[config.mk]
export PLATFORM = sky130hd
export DESIGN_NAME = two_class_ordered_fifo
export DESIGN_NICKNAME = d
export VERILOG_FILES = /design/src/rtl/core/tcof_pkg.sv /design/src/rtl/core/two_class_ordered_fifo.sv /design/src/rtl/core/tcof_queue.sv
export SDC_FILE = /design/constraint.sdc
export NUM_CORES = 1
export LEC_CHECK = 0
export BUFFER_PORTS_ARGS = -buffer_cell sky130_fd_sc_hd__buf_4
export CAP_MARGIN = 10
export CORE_MARGIN = 3
export CORE_UTILIZATION = 30
export DETAILED_ROUTE_END_ITERATION = 10
export PLACE_DENSITY_LB_ADDON = 0.08
export SLEW_MARGIN = 10
export SYNTH_ARGS = -nofsm -noshare
export SYNTH_HDL_FRONTEND = slang
export SYNTH_HIERARCHICAL = 1
export SYNTH_SLANG_ARGS = --single-unit
[constraint.sdc]
create_clock -name clk -period 7.2 [get_ports clk]
set_clock_uncertainty 0.05 [all_clocks]
set_input_delay 1.44 -clock clk [delete_from_list [all_inputs] [get_ports clk]]
set_output_delay 1.44 -clock clk [all_outputs]
set_load 0.02 [all_outputs]
[src/rtl/core/tcof_pkg.sv]
`timescale 1ns / 1ps

package tcof_pkg;

    localparam int DATA_W   = 32;
    localparam int S_USER_W = 3;
    localparam int M_USER_W = 7;
    localparam int WIDE_W   = 64;

    typedef enum logic [1:0] {
        MODE_PUSH       = 2'd0,
        MODE_POP_ANY    = 2'd1,
        MODE_POP_FIRST  = 2'd2,
        MODE_POP_SECOND = 2'd3
    } mode_t;

    localparam logic [1:0] STAT_OK    = 2'd0;
    localparam logic [1:0] STAT_EMPTY = 2'd1;
    localparam logic [1:0] STAT_FULL  = 2'd2;

    localparam logic CLASS_FIRST  = 1'b0;
    localparam logic CLASS_SECOND = 1'b1;

    typedef struct packed {
        logic push;
        logic pop;
    } q_ctrl_t;

    typedef struct packed {
        logic empty;
        logic full;
        logic empty_next;
    } q_stat_t;

endpackage

[src/rtl/core/two_class_ordered_fifo.sv]
`timescale 1ns / 1ps
// Channel  Direction  Fields (lowest bit up)
// s_axis   in         tdata: payload; tuser: mode[1:0], item_class[2]
// m_axis   out        tdata: out_payload; tuser: got_item, out_class, status[3:2],
//                     all_empty, first_empty, second_empty
//
// While m_axis_tready is high, one transfer per cycle is taken and one result per cycle delivered.
// A result reaches m_axis through the input register, then the result register.
// Queue heads sit in registers reloaded every cycle from the queue memory or the pushed entry.
// Reset clears pointers, fill counts and the stamp counter; the stores are not cleared.
// With m_axis_tready low the result holds, then the input register fills and s_axis_tready drops.

module two_class_ordered_fifo #(
    parameter int DEPTH        = 16,
    parameter int PAYLOAD_BITS = 32,
    parameter int STAMP_BITS   = 8
) (
    input  logic                            clk,
    input  logic                            rst_n,
    input  logic                            s_axis_tvalid,
    output logic                            s_axis_tready,
    input  logic [tcof_pkg::DATA_W-1:0]     s_axis_tdata,   // payload
    input  logic [tcof_pkg::S_USER_W-1:0]   s_axis_tuser,   // mode, item_class
    output logic                            m_axis_tvalid,
    input  logic                            m_axis_tready,
    output logic [tcof_pkg::DATA_W-1:0]     m_axis_tdata,   // out_payload
    output logic [tcof_pkg::M_USER_W-1:0]   m_axis_tuser    // got_item, out_class, status,
                                                            // all_empty, first_empty,
                                                            // second_empty
);
    import tcof_pkg::*;

    localparam int ENTRY_W = STAMP_BITS + PAYLOAD_BITS;

    logic                    in_valid_reg;
    mode_t                   in_mode_reg;
    logic                    in_class_reg;
    logic [PAYLOAD_BITS-1:0] in_payload_reg;
    logic [WIDE_W-1:0]       in_wide;

    logic                    out_valid_reg;
    logic [DATA_W-1:0]       out_data_reg;
    logic [M_USER_W-1:0]     out_user_reg;
    logic [DATA_W-1:0]       out_data_next;
    logic [M_USER_W-1:0]     out_user_next;

    logic [STAMP_BITS-1:0]   stamp_reg;
    logic [STAMP_BITS-1:0]   stamp_next;

    logic                    proc;
    q_ctrl_t                 first_ctrl;
    q_ctrl_t                 second_ctrl;
    q_stat_t                 first_stat;
    q_stat_t                 second_stat;
    logic [ENTRY_W-1:0]      wr_entry;
    logic [ENTRY_W-1:0]      first_head;
    logic [ENTRY_W-1:0]      second_head;
    logic [STAMP_BITS-1:0]   stamp_diff;
    logic                    first_older;
    logic                    take_first;
    logic                    take_second;
    logic [1:0]              status;
    logic [PAYLOAD_BITS-1:0] pay_sel;
    logic [WIDE_W-1:0]       out_wide;
    logic                    got_item;
    logic                    out_class;

    assign proc          = in_valid_reg && (!out_valid_reg || m_axis_tready);
    assign s_axis_tready = !in_valid_reg || proc;
    assign in_wide       = WIDE_W'(s_axis_tdata);
    assign wr_entry      = {stamp_reg, in_payload_reg};

    assign stamp_diff  = second_head[ENTRY_W-1:PAYLOAD_BITS] - first_head[ENTRY_W-1:PAYLOAD_BITS];
    assign first_older = (stamp_diff != '0) && !stamp_diff[STAMP_BITS-1];

    always_comb
    begin
        first_ctrl  = '0;
        second_ctrl = '0;
        take_first  = 1'b0;
        take_second = 1'b0;
        status      = STAT_OK;
        case (in_mode_reg)
            MODE_PUSH:
            begin
                if (in_class_reg == CLASS_SECOND)
                begin
                    if (second_stat.full)
                        status = STAT_FULL;
                    else
                        second_ctrl.push = proc;
                end
                else
                begin
                    if (first_stat.full)
                        status = STAT_FULL;
                    else
                        first_ctrl.push = proc;
                end
            end
            MODE_POP_ANY:
            begin
                if (!first_stat.empty && !second_stat.empty)
                begin
                    take_first  = first_older;
                    take_second = !first_older;
                end
                else if (!first_stat.empty)
                    take_first = 1'b1;
                else if (!second_stat.empty)
                    take_second = 1'b1;
                else
                    status = STAT_EMPTY;
            end
            MODE_POP_FIRST:
            begin
                if (!first_stat.empty)
                    take_first = 1'b1;
                else
                    status = STAT_EMPTY;
            end
            MODE_POP_SECOND:
            begin
                if (!second_stat.empty)
                    take_second = 1'b1;
                else
                    status = STAT_EMPTY;
            end
            default:
            begin
                status = STAT_OK;
            end
        endcase
        first_ctrl.pop  = proc && take_first;
        second_ctrl.pop = proc && take_second;
    end

    always_comb
    begin
        stamp_next = stamp_reg;
        if (first_ctrl.push || second_ctrl.push)
            stamp_next = stamp_reg + 1'b1;

        got_item  = take_first || take_second;
        out_class = take_second ? CLASS_SECOND : CLASS_FIRST;
        if (take_first)
            pay_sel = first_head[PAYLOAD_BITS-1:0];
        else if (take_second)
            pay_sel = second_head[PAYLOAD_BITS-1:0];
        else
            pay_sel = '0;
        out_wide      = WIDE_W'(pay_sel);
        out_data_next = out_wide[DATA_W-1:0];
        out_user_next = {second_stat.empty_next,
                         first_stat.empty_next,
                         first_stat.empty_next && second_stat.empty_next,
                         status, out_class, got_item};
    end

    tcof_queue #(
        .DEPTH   (DEPTH),
        .ENTRY_W (ENTRY_W)
    ) u_first_queue (
        .clk        (clk),
        .rst_n      (rst_n),
        .ctrl       (first_ctrl),
        .wr_entry   (wr_entry),
        .head_entry (first_head),
        .stat       (first_stat)
    );

    tcof_queue #(
        .DEPTH   (DEPTH),
        .ENTRY_W (ENTRY_W)
    ) u_second_queue (
        .clk        (clk),
        .rst_n      (rst_n),
        .ctrl       (second_ctrl),
        .wr_entry   (wr_entry),
        .head_entry (second_head),
        .stat       (second_stat)
    );

    always_ff @(posedge clk or negedge rst_n)
    begin
        if (!rst_n)
        begin
            in_valid_reg  <= 1'b0;
            out_valid_reg <= 1'b0;
            stamp_reg     <= '0;
        end
        else
        begin
            if (s_axis_tready)
                in_valid_reg <= s_axis_tvalid;
            if (proc)
                out_valid_reg <= 1'b1;
            else if (m_axis_tready)
                out_valid_reg <= 1'b0;
            stamp_reg <= stamp_next;
        end
    end

    always_ff @(posedge clk)
    begin
        if (s_axis_tvalid && s_axis_tready)
        begin
            in_mode_reg    <= mode_t'(s_axis_tuser[1:0]);
            in_class_reg   <= s_axis_tuser[2];
            in_payload_reg <= in_wide[PAYLOAD_BITS-1:0];
        end
        if (proc)
        begin
            out_data_reg <= out_data_next;
            out_user_reg <= out_user_next;
        end
    end

    assign m_axis_tvalid = out_valid_reg;
    assign m_axis_tdata  = out_data_reg;
    assign m_axis_tuser  = out_user_reg;

endmodule

[src/rtl/core/tcof_queue.sv]
`timescale 1ns / 1ps

module tcof_queue #(
    parameter int DEPTH   = 16,
    parameter int ENTRY_W = 40
) (
    input  logic                 clk,
    input  logic                 rst_n,
    input  tcof_pkg::q_ctrl_t    ctrl,
    input  logic [ENTRY_W-1:0]   wr_entry,
    output logic [ENTRY_W-1:0]   head_entry,
    output tcof_pkg::q_stat_t    stat
);
    import tcof_pkg::*;

    localparam int PTR_W  = $clog2(DEPTH);
    localparam int FILL_W = $clog2(DEPTH + 1);
    localparam logic [PTR_W-1:0]  LAST_PTR  = PTR_W'(DEPTH - 1);
    localparam logic [FILL_W-1:0] FULL_FILL = FILL_W'(DEPTH);
    localparam logic [FILL_W-1:0] ONE_FILL  = FILL_W'(1);

    logic [ENTRY_W-1:0] store_reg [DEPTH];
    logic [ENTRY_W-1:0] head_entry_reg;
    logic [PTR_W-1:0]   head_ptr_reg;
    logic [PTR_W-1:0]   head_ptr_next;
    logic [PTR_W-1:0]   tail_ptr_reg;
    logic [PTR_W-1:0]   tail_ptr_next;
    logic [FILL_W-1:0]  fill_reg;
    logic [FILL_W-1:0]  fill_next;

    always_comb
    begin
        head_ptr_next = head_ptr_reg;
        tail_ptr_next = tail_ptr_reg;
        fill_next     = fill_reg;
        if (ctrl.pop)
        begin
            head_ptr_next = (head_ptr_reg == LAST_PTR) ? '0 : head_ptr_reg + 1'b1;
        end
        if (ctrl.push)
        begin
            tail_ptr_next = (tail_ptr_reg == LAST_PTR) ? '0 : tail_ptr_reg + 1'b1;
        end
        case ({ctrl.push, ctrl.pop})
            2'b10:   fill_next = fill_reg + ONE_FILL;
            2'b01:   fill_next = fill_reg - ONE_FILL;
            default: fill_next = fill_reg;
        endcase
    end

    always_ff @(posedge clk or negedge rst_n)
    begin
        if (!rst_n)
        begin
            head_ptr_reg <= '0;
            tail_ptr_reg <= '0;
            fill_reg     <= '0;
        end
        else
        begin
            head_ptr_reg <= head_ptr_next;
            tail_ptr_reg <= tail_ptr_next;
            fill_reg     <= fill_next;
        end
    end

    // The head register is reloaded from the entry that becomes the head; a push into
    // an empty queue writes that same entry, so the new data is forwarded.
    always_ff @(posedge clk)
    begin
        if (ctrl.push)
        begin
            store_reg[tail_ptr_reg] <= wr_entry;
        end
        if (ctrl.push && (tail_ptr_reg == head_ptr_next))
        begin
            head_entry_reg <= wr_entry;
        end
        else
        begin
            head_entry_reg <= store_reg[head_ptr_next];
        end
    end

    assign head_entry      = head_entry_reg;
    assign stat.empty      = (fill_reg == '0);
    assign stat.full       = (fill_reg == FULL_FILL);
    assign stat.empty_next = (fill_next == '0);

`ifndef SYNTH
    a_fill_bound: assert property (@(posedge clk) disable iff (!rst_n)
        fill_reg <= FULL_FILL)
        else $error("Queue fill count exceeds its depth.");

    a_no_pop_empty: assert property (@(posedge clk) disable iff (!rst_n)
        ctrl.pop |-> !stat.empty)
        else $error("Pop issued to an empty queue.");

    a_no_push_full: assert property (@(posedge clk) disable iff (!rst_n)
        ctrl.push |-> !stat.full)
        else $error("Push issued to a full queue.");

    a_push_not_empty: assert property (@(posedge clk) disable iff (!rst_n)
        ctrl.push |=> !stat.empty)
        else $error("Queue is empty right after a push.");

    a_ptr_gap: assert property (@(posedge clk) disable iff (!rst_n)
        (stat.empty || stat.full) |-> (head_ptr_reg == tail_ptr_reg))
        else $error("Pointers disagree with an empty or full queue.");
`endif

endmodule
==> run summary, run 1 <==
The flow ran to the end, and the final reports show no timing, DRC or antenna violations. In this run the power density over the cells is 379.0 nW/µm². The number of global-route vias before repair is 25930, and the final cycle utilization of the critical path is 88.29%. Yosys mapped the design onto 57 distinct sky130hd cell types.

The final net count is 2496. The kind of start point of the critical path is a register. The total area inside the core boundary comes to 177300 µm².

For the fill cell instance count of the final layout, the log shows 16230. The first global-routing pass estimated 204.8 mm of wire. Traced cell by cell, the critical path runs through buf_4, mux4_1, mux4_2, inv_1, ha_1, a211o_1, a211oi_2, o21ai_2, a211oi_4, nor4b_2, or2_2, and2_1, ha_1, xor2_1, ha_1, nor2b_1, a22oi_1, a31oi_1, xnor2_1, nor4b_1, and2_1. The tools report the post-route cell area as 62630 µm².

TritonCTS built the clock tree. Once detail routing completed, the nets flagged for antenna violations numbered 0. Setup violations remaining at the end of the flow were counted as 0.

The setup path with the least slack is of type reg2reg. For this run, the slowest stage of the critical path takes 630 ps. Gates resized during post-CTS repair numbered 0.

The horizontal die dimension was 429.5 µm; the total die area was 184500 µm². Port buffering added 79 buffers. The maximum fanout encountered on the critical timing path was 26; the all-layer global routing usage was 15.86%. The slowest stage of the critical path belongs to the cell mux4_1.

Buffers inserted to repair hold after CTS numbered 0. After synthesis, the share of flip-flops with an asynchronous set or reset is 2.575%. The run gives 23.74 mW as the post-route total power. The cell that appears most often on the critical path is ha_1. The leakage dissipation is 19.57 nW. The detailed placement HPWL was 78.28 mm.

For the total clock sinks, the log shows 1398. The total congestion overflow was 0. For this design the top-level I/O count stands at 80.

For the pin with the worst max-slew slack, the measured transition is 1155 ps. Leaving out fill and tap cells, the most frequent cell in the layout is edfxtp_1. For the arrival time at the worst endpoint, the log shows 6960 ps. The flip-flop and latch count after synthesis was 1398. The DRC violation count after routing is 0. Clock-pin slew was measured on the worst setup and hold paths at 60 ps. Of the cells placed in the final design, the portion with a size suffix greater than 1 is 29.97%.

The total of max-cap violations was 0. The synthesis-to-finish area growth was 16.38%. The routed length per placed instance came out at 29.85 µm. The max-slew violation count came out at 0. For this block, the via count after detailed routing is 24270. Dividing the synthesized area by the synthesized cell count gives 24.31 µm². At the worst endpoint, the required time is 7800 ps. Cell type group with the largest total delay on the critical path: simple AND/OR/NAND/NOR gates. After detailed routing, the total wire length is 146.3 mm.

The later pin in the worst-skew pair is clocked with a latency of 790 ps. The effective utilization at floorplan is 30.36%, and the area share of the leading cell type in the synthesized netlist is 75.56%. Type of the tightest min-delay check: reg2reg. The worst-case IR drop observed on VDD is 0.2745 mV. Setup repair after global routing left no endpoint under its margin. For this run, the detailed router's first-pass iteration total came to 5. The library cells used most frequently in the layout, excluding fill and tap cells, are edfxtp_1, mux4_2, clkbuf_16. Ratio of routed vias to standard cells: 4.950. Summed over all instances, the cell type with the most area after synthesis is edfxtp_1. Once placement finished, the instance area stood at 57490 µm².

No sink is reached through more buffers than the 3 on the longest clock path. The run gives 2302 as the count of routing violations after the opening detailed-route iteration. Entering global routing, the biggest net connects 85 pins. The number of clock buffers added by TritonCTS is 161.

The die is 429.5 µm tall. Timing would allow up to 157.3 MHz. The sum of buffers and inverters on the critical path was 2; the final weighted congestion in routability-driven placement was 0.7384. In this run, synthesis inferred 1354 flip-flops with an integrated enable. The final hold slack is 452.0 ps.

The initial antenna violation count is 6. The synthesized cell area is 53810 µm², and the total number of yosys warnings is 6. Maximum level of the CTS H-tree: 4. The tree is rooted in a clkbuf_16.

For the relative slew slack, the log shows 22.98%. Synthesis produced 2214 cells. In the synthesized netlist the dominant register cell turns out to be edfxtp_1.

The clock period could shrink to 6357 ps. Counting every net in the synthesized netlist gives 2283. Setup total negative slack on the finished layout was measured at 0 ps. In this run the core area contains 154 standard-cell rows. The run gives 0 as the hold violation total from the final report. The tools report the sort of element at the end of the critical path as a register.

The number of setup buffers added after CTS is 0. For this run, the register share of the synthesized area comes to 77.53%. In the post-synthesis netlist, the biggest area contributors are edfxtp_1, mux4_2, mux4_1, dfrtp_1, ha_1.
[path summary, 6_finish.rpt]
| kind | start | end | slack, ps | cells after the start |
|---|---|---|---|---|
| hold reg to reg | in_valid_reg$_DFFE_PN0N_ | m_axis_tvalid$_DFFE_PN0P_ | 450 | 1 |
| setup / recovery | register | m_axis_tuser[4]$_DFFE_PP_ | 840 | 21 |
| min in group asynchronous | rst_n | u_first_queue/fill_reg[3]$_DFF_PN0_ | 610 | 1 |
| hold / removal | in_valid_reg$_DFFE_PN0N_ | m_axis_tvalid$_DFFE_PN0P_ | 450 | 1 |
| max in group asynchronous | rst_n | u_first_queue/tail_ptr_reg[0]$_DFFE_PN0P_ | 6090 | 1 |
| setup reg to reg | register | m_axis_tuser[4]$_DFFE_PP_ | 840 | 21 |
[kinds of logic after synthesis]
| group | synth area share (%) |
|---|---|
| AOI/OAI and AO/OA | 1.197 |
| xor gates and xnor gates | 0.4557 |
| adders and majority gates | 0.7115 |
| buffers and inverters | 1.486 |
| DFF | 77.53 |
| muxes | 17.40 |
| and+or+nand+nor | 1.216 |
[power breakdown]
group / internal [mW] / switching [mW] / total (mW)
Sequential: 9.41 / 0.583 / 9.99
Clock: 4.58 / 3.33 / 7.91
Combinational: 2.80 / 3.03 / 5.83
[layout make-up]
cell class | instances | area [µm²] | share of cell area, %
clock buffer | 205 | 4267 | 6.813
inverter | 26 | 97.59 | 0.1558
tap | 2340 | 2928 | 4.675
clock inverter | 90 | 860.8 | 1.375
antenna | 3 | 7.507 | 0.01199
sequential | 1398 | 41750 | 66.66
timing repair buffer | 156 | 1184 | 1.890
multi-input combinational | 684 | 11530 | 18.42
[Yosys cell counts (2+ instances only)]
cell / instances
buf_12: 6
inv_1: 26
nor4b_1: 2
nor3_1: 11
o41ai_1: 2
nor2b_1: 5
o21ai_0: 14
a21o_1: 3
clkbuf_1: 48
edfxtp_1: 1354
buf_1: 12
mux4_1: 72
nand3_1: 12
xor2_1: 10
nand4_1: 2
nand3b_1: 3
mux2_2: 5
and2_1: 3
mux4_2: 328
nand2_1: 22
nand2b_1: 14
mux2i_1: 3
xnor2_1: 18
ha_1: 29
nor2_1: 47
a21oi_1: 14
dfxtp_1: 8
a22oi_1: 2
a31oi_1: 4
buf_6: 25
buf_2: 15
a211o_1: 2
o31ai_1: 2
a22o_1: 33
dfrtp_1: 36
[stage by stage]
stage | instances | worst slack [ps] | util, %
floorplan | 2214 | 64.79 | -
global placement | 4604 | 862.6 | 32.43
detailed placement | 4604 | 825.3 | 32.43
CTS | 4899 | 786.9 | 35.32
global route | 4900 | 438.2 | 35.33
finish | 4902 | 843.2 | 35.33
[per-layer routing]
metal | vias up | GRT usage [%] | wire [µm]
met3 | 195 | 2.832 | 6395
li1 | 9992 | - | -
met5 | - | 0 | 0
met4 | 0 | 4.200 | 3093
met1 | 13500 | 21.19 | 63760
met2 | 582 | 26.69 | 73060
Note: power is estimated with default switching activity, not from simulation.
==> run 2, diff against run 1 <==
Settings changed: ABC_AREA set to 1, CAP_MARGIN 10 to 20.
==> run 2 against run 1 <==
Against the previous run:
- combinational power grew 42%
- critical endpoint unchanged
- first-iteration DRC count grew 23%
- clock power shrank 0.8%
- via count grew 43%
- synthesized cell count grew 98%
- largest power group unchanged
==> run summary, run 2 <==
Fraction of layout instances using a drive strength above 1: 10.47%. Cell with the most instances after synthesis: edfxtp_1. The detailed router placed 34800 vias in this run. The core region is 185600 µm². The first-pass iteration count of the detailed router is 7. Clock-pin slew was measured on the worst setup and hold paths at 60 ps.

The worst pin sits at a relative slew slack of 24.66%. The share of synthesized registers carrying an async set or reset was 2.575%. The post-CTS setup-driven buffer insertion count came out at 0. The ratio of routed vias to standard cells was 4.917.

In the layout the commonest cells are edfxtp_1, nor2_1, o21ai_0. Registers take 41750 µm². When the netlist entered floorplanning its net count stood at 4458. The total clock sinks was 1398; the total die area was 192200 µm².

The area used by multi-input combinational logic is 12790 µm², and the detailed placement HPWL is 92.69 mm. The maximum count of clock buffers along a single path was 3. The highest signal layer in the routed design was met4.

After detailed routing, the wire length on met1 is 82.57 mm. The max-slew violation count was 0. The logs give 4 for the maximum level of the CTS H-tree and 35 for the number of distinct standard cells referenced by the synthesized netlist. Overall power consumption after layout is estimated at 26.09 mW. STA classifies the critical path endpoint as a register.

For this configuration, the core starts out at a cell density of 30.21%. The horizontal die dimension is 438.4 µm, and the post-route cell area is 65010 µm². At the worst endpoint, the arrival time is 6790 ps. Counting flops with a built-in enable in the synthesized netlist gives 1354. The worst-case IR drop observed on VDD is 0.3317 mV. The logs give 2823 for the count of routing violations after the opening detailed-route iteration and 18.54% for the all-layer global routing usage. The area share of the leading cell type in the synthesized netlist came out at 72.50%. The number of input and output port buffers inserted is 79, and the delay of the slowest cell on the worst path is 740 ps. The synthesized cell area is 56080 µm², and the floorplan die height is 438.4 µm. After the flow finishes, the layout carries non-filler instances totaling 7078. TritonCTS built the clock tree. Insertion delay to the later sink of the worst-skew pair: 780 ps. After layout, the worst path uses 86.08% of the clock period. The number of placed instances with taps included was 6768. The first global-routing pass estimated 257.3 mm of wire. The total congestion overflow is 0, and the synthesized area divided by synthesized cell count is 12.78 µm². Leaving out fill and tap cells, the most frequent cell in the layout is edfxtp_1.

The type of the setup path with the least slack is reg2reg. Counting flops and latches in the post-synthesis netlist gives 1398. Buffers inserted to repair hold after CTS numbered 0.

For the worst setup path, the data required time is 7790 ps. The logs give 5 for the initial antenna violation count and 0 for the total of max-cap violations. The most frequent cell on the critical path is nand2_1. Summing all placed instances gives a cell area of 59690 µm². By area the synthesized netlist is led by edfxtp_1, nor2_1, o21ai_0, o211ai_1, nand2_1. The run gives 86.49 mm as the met2 wirelength from detailed routing. STA classifies the critical path startpoint as a register. The final layout contains 4538 nets. The number of global-route vias before repair came out at 33880.

Summed over all nets, wire length on met3 after detailed routing comes to 7.082 mm. Entering global routing, the biggest net connects 182 pins. The tools report the I/O pin count as 80. The hold violation total from the final report was 0; the remaining antenna violation count after routing was 0. Final count of negative-setup-slack endpoints: 0.

The sum of buffers and inverters on the critical path is 5. The run finished with clean final reports. For the fmax, the log shows 161.4 MHz. The final weighted congestion in routability-driven placement was 0.7358; the total number of yosys warnings was 6. Sorting the synthesized cells by how often they occur yields edfxtp_1, nor2_1, o21ai_0, o211ai_1, nand2_1.

The share of the yosys chip area belonging to registers was 74.40%; the DRC violation count after routing was 0. After clock tree synthesis, the repair step resized 0 gates. Of all nets on the critical path, the largest fanout is 32.

The synthesis-to-finish area growth is 15.93%. The slowest library cell on the worst path was clkinv_2. The run gives 163 as the number of buffers inserted during clock tree synthesis.

The slew at the pin with the worst max-slew slack is 1130 ps. In this design, the largest share of critical-path delay is due to simple AND/OR/NAND/NOR gates. After layout, the minimum clock period comes to 6197 ps. Setup repair after global routing left no endpoint under its margin. The routed length per placed instance works out to 25.46 µm. The commonest register cell after synthesis was edfxtp_1.

The floorplan has 158 rows. In this run the static leakage power is 21.46 nW. In this run the worst hold path is classified as reg2reg. Synthesis produced a netlist whose cell count is 4389. The tools report the fill cell instance count of the final layout as 18150.

The run gives 180.2 mm as the sum of routed wire length over all layers. The post-synthesis cell type with the largest combined area is edfxtp_1. Across all hold checks on the routed design, the worst slack comes to 452.5 ps. Master cell of the clock root buffer: clkbuf_16. In the final timing run, aggregate negative setup slack is 0 ps.

Power spread over the standard cell area amounts to 401.3 nW/µm².
[run 2: power by group]
group	switching [mW]	total, mW	internal [mW]
Sequential	0.595	9.98	9.39
Clock	3.32	7.85	4.53
Combinational	5.86	8.25	2.39
[run 2: kinds of logic (layout without fill, tap and decap cells)]
group | after synthesis | count (layout) | synth area share (%)
AOI/OAI and AO/OA | 1040 | 1040 | 10.75
xor gates and xnor gates | 18 | 18 | 0.2811
adders and majority gates | 30 | 30 | 0.6828
DFF | 1398 | 1398 | 74.40
muxes | 3 | 3 | 0.06024
and+or+nand+nor | 1503 | 1503 | 10.56
other | 0 | 4 | 0
buffers and inverters | 397 | 602 | 3.264
[run 2: layout make-up]
class,instances,area share [%]
repair buffers,196,2.912
inverters,116,0.7044
diodes,4,0.01540
clock buffers,215,6.817
well taps,2480,4.773
multi-input cells,2594,19.67
clock inverters,75,0.8988
flip-flops and latches,1398,64.21
[run 2: tightest hold or removal path: stages, from the launching register on]
cell and delay [ps]:
dfrtp_1 340, inv_1 70, nand2_1 70
[run 2: through the flow]
step           setup slack, ps  util, %
4_1_cts                  888.1    34.86
5_1_grt                  563.9    35.02
3_5_place_dp             902.2    32.16
6_report                  1003    35.02
3_3_place_gp              1046    32.09
2_1_floorplan            759.7        -
[run 2: routing by layer]
layer	vias up	track usage, %
met4	0	4.854
met2	720	30.55
met1	17750	25.63
met3	227	2.661
met5	-	0
li1	16110	-
[run 2: final timing paths]
kind / depth (start not counted) / from / slack, ps / to
worst max-delay path: 33 / register / 1000 / m_axis_tuser[4]$_DFFE_PP_
worst min register to register: 2 / in_valid_reg$_DFFE_PN0N_ / 450 / m_axis_tvalid$_DFFE_PN0P_
max in group asynchronous: 1 / rst_n / 5970 / stamp_reg[4]$_DFFE_PN0P_
worst min-delay path: 2 / in_valid_reg$_DFFE_PN0N_ / 450 / m_axis_tvalid$_DFFE_PN0P_
worst max register to register: 33 / register / 1000 / m_axis_tuser[4]$_DFFE_PP_
min in group asynchronous: 1 / rst_n / 610 / m_axis_tvalid$_DFFE_PN0P_
==> run 3, diff against run 2 <==
Settings changed: SETUP_SLACK_MARGIN set to 0.3.
Clock period 7.2 ns to 6.9 ns, I/O delays scaled along.
==> run 3 against run 2 <==
Against the previous run:
- utilization about the same
- non-clock buffer count up 2
- count of clock-buffer cells in the layout down 2
- worst hold slack better by 14 ps
- die area unchanged
- sequential cell count unchanged
- routed wire length down 0.46%
- cell count about the same
- via count about the same
- critical path depth up 2
- clock power up 3.2%
==> run summary, run 3 (synthesized netlist as in run 2, its figures left out) <==
Static timing analysis puts the maximum clock frequency at 178.0 MHz. The run gives 92.14 mm as the detailed placement HPWL. Hold violation total from the final report: 0. The floorplan step defined a core boundary enclosing 185600 µm². In the final routed layout, each cell accounts on average for 25.34 µm.

STA classifies the critical path startpoint as a register. Subtracting the final worst setup slack from the clock period gives 5618 ps. For the post-CTS setup-driven buffer insertion count, the log shows 0. The synthesis-to-finish area growth is 15.90%. Total die area: 192200 µm².

Summed over all layers, the global routing overflow is 0. The largest net degree at the start of global routing came out at 151. In this run the worst path has a maximum fanout of 102. The placed instance area was 59770 µm²; the I/O pin count was 80. Counting along the longest clock path gives a buffer depth of 3.

The final weighted congestion in routability-driven placement came out at 0.7366. At the worst endpoint, the required time is 7500 ps. The path class of the tightest hold or removal check is reg2reg. Fraction of power spent switching nets: 37.51%. The tools report the final-layout setup total negative slack as 0 ps.

Slowest library cell on the worst path: dfxtp_4. After clock tree synthesis, the clock-pin slew on the worst setup and hold paths is 60 ps. The slew at the pin with the worst max-slew slack was 1079 ps; the delay of the slowest cell on the worst path was 650 ps. The floorplan die height was 438.4 µm.

The share of total power in sequential cells is 38.0%, and the final net count is 4539. For the post-route cell area, the log shows 64990 µm². The horizontal die dimension was 438.4 µm. The first detailed-routing pass took 5 iterations. Summing over every cut layer, the via total after detailed routing is 34810. The part of the total power dissipated in the clock network came out at 29.8%. Internal power comes to 16.96 mW. The initialized floorplan defines 158 standard-cell rows.

The insertion delay to the later sink of the worst-skew pair was 780 ps. The tightest hold path in the finished design has a slack of 466.4 ps. Wires add up to 179.4 mm.

In this run the clock root is driven by a clkbuf_16. The fraction of layout instances using a drive strength above 1 works out to 10.03%. Using the TritonRoute via totals, the vias-per-cell ratio works out to 4.918.

The type of the setup path with the least slack was reg2reg. The top cell types in the final layout, fill and taps aside, are edfxtp_1, nor2_1, o21ai_0. Power comes to 27.15 mW.

The flow ran to the end, and the final reports show no timing, DRC or antenna violations. The logs give 0 for the number of cells upsized or downsized after cts and 10.18 mW for the total net switching power. In the global route stage, overall resource usage came out at 18.38%. Setup repair after global routing left no endpoint under its margin. The first global-routing pass estimated 255.2 mm of wire. TritonCTS created 162 clock buffers. The run gives 32.2% as the combinational group share of total power. Leaving out fill and tap cells, the most frequent cell in the layout is edfxtp_1. The initial utilization of the core area, before any placement, comes to 30.21%. For the remaining antenna violation count after routing, the log shows 0.

The DRC violation count after routing is 0, and the initial antenna violation count is 7. Counting tap cells, the placed design contains a total of 6772 instances. The arrival time at the worst endpoint was 6210 ps.

The most frequent cell on the critical path is nand2_1. Across the VDD grid, the largest voltage drop is 0.4131 mV. Max-cap violations in this run came to 0. Power spread over the standard cell area amounts to 417.7 nW/µm².

STA classifies the critical path endpoint as a register. Setup violations remaining at the end of the flow were counted as 0. For this design, the sink count on the clock tree is 1398. For the maximum level of the CTS H-tree, the log shows 4. The startpoint identified for the worst hold timing path is in_valid_reg$_DFFE_PN0N_. The tools report the count of routing violations after the opening detailed-route iteration as 3057. The run gives 28.05% as the relative slew slack. The hold buffer count at cts was 0. TritonCTS built the clock tree. Max-slew violation count: 0. The final critical path takes up 81.42% of the cycle. The analysis attributes to cell leakage a power of 21.40 nW. The number of input and output port buffers inserted works out to 79.

For the number of non-filler instances in the completed layout, the log shows 7079. The number of global-route vias before repair came out at 33740.
## run 3: area by class of cell
| cell class | count | area [µm²] |
|---|---|---|
| multi-input combinational | 2594 | 12790 |
| antenna | 4 | 10.01 |
| clock inverter | 76 | 591.8 |
| fill | 18050 | 120600 |
| timing repair buffer | 198 | 1979 |
| inverter | 116 | 457.9 |
| clock buffer | 213 | 4319 |
| sequential | 1398 | 41750 |
| tap | 2480 | 3103 |
## run 3: final timing paths
path                                        endpoint  slack [ps]  depth (start not counted)
hold / removal             m_axis_tvalid$_DFFE_PN0P_         470                          2
setup / recovery           m_axis_tuser[4]$_DFFE_PP_        1280                         35
min in group asynchronous   in_valid_reg$_DFFE_PN0N_         560                          1
hold reg to reg            m_axis_tvalid$_DFFE_PN0P_         470                          2
setup reg to reg           m_axis_tuser[4]$_DFFE_PP_        1280                         35
max in group asynchronous   stamp_reg[1]$_DFFE_PN0P_        5760                          1
## run 3: metrics by stage
stage / util, % / worst slack [ps]
global placement: 32.13 / 1200
global route: 35.01 / 656.8
detailed placement: 32.20 / 1158
CTS: 34.85 / 1126
floorplan: - / 519.7
finish: 35.01 / 1282
## run 3: worst max-delay path: cells and delay by family (launching register included)
family,cells,cell delay [ps]
flops,1,650
buf+inv,5,870
compound gates,5,640
simple gates,22,2310
fa+ha+maj,3,920
## run 3: layer usage
metal,up-vias,wire [µm],global-route usage [%]
li1,16100,-,-
met1,17820,82840,25.55
met2,657,86310,30.45
met3,233,6536,2.423
met4,0,3689,4.415
met5,-,0,0
## run 3: power by group through the flow
stage / clock, mW / combinational, mW / sequential [mW]
floorplan: 0 / 5.86 / 10.3
global placement: 0 / 8.82 / 10.6
CTS: 8.39 / 8.86 / 10.4
global route: 8.70 / 9.78 / 10.4
finish: 8.10 / 8.74 / 10.3
detailed placement: 0 / 8.83 / 10.5
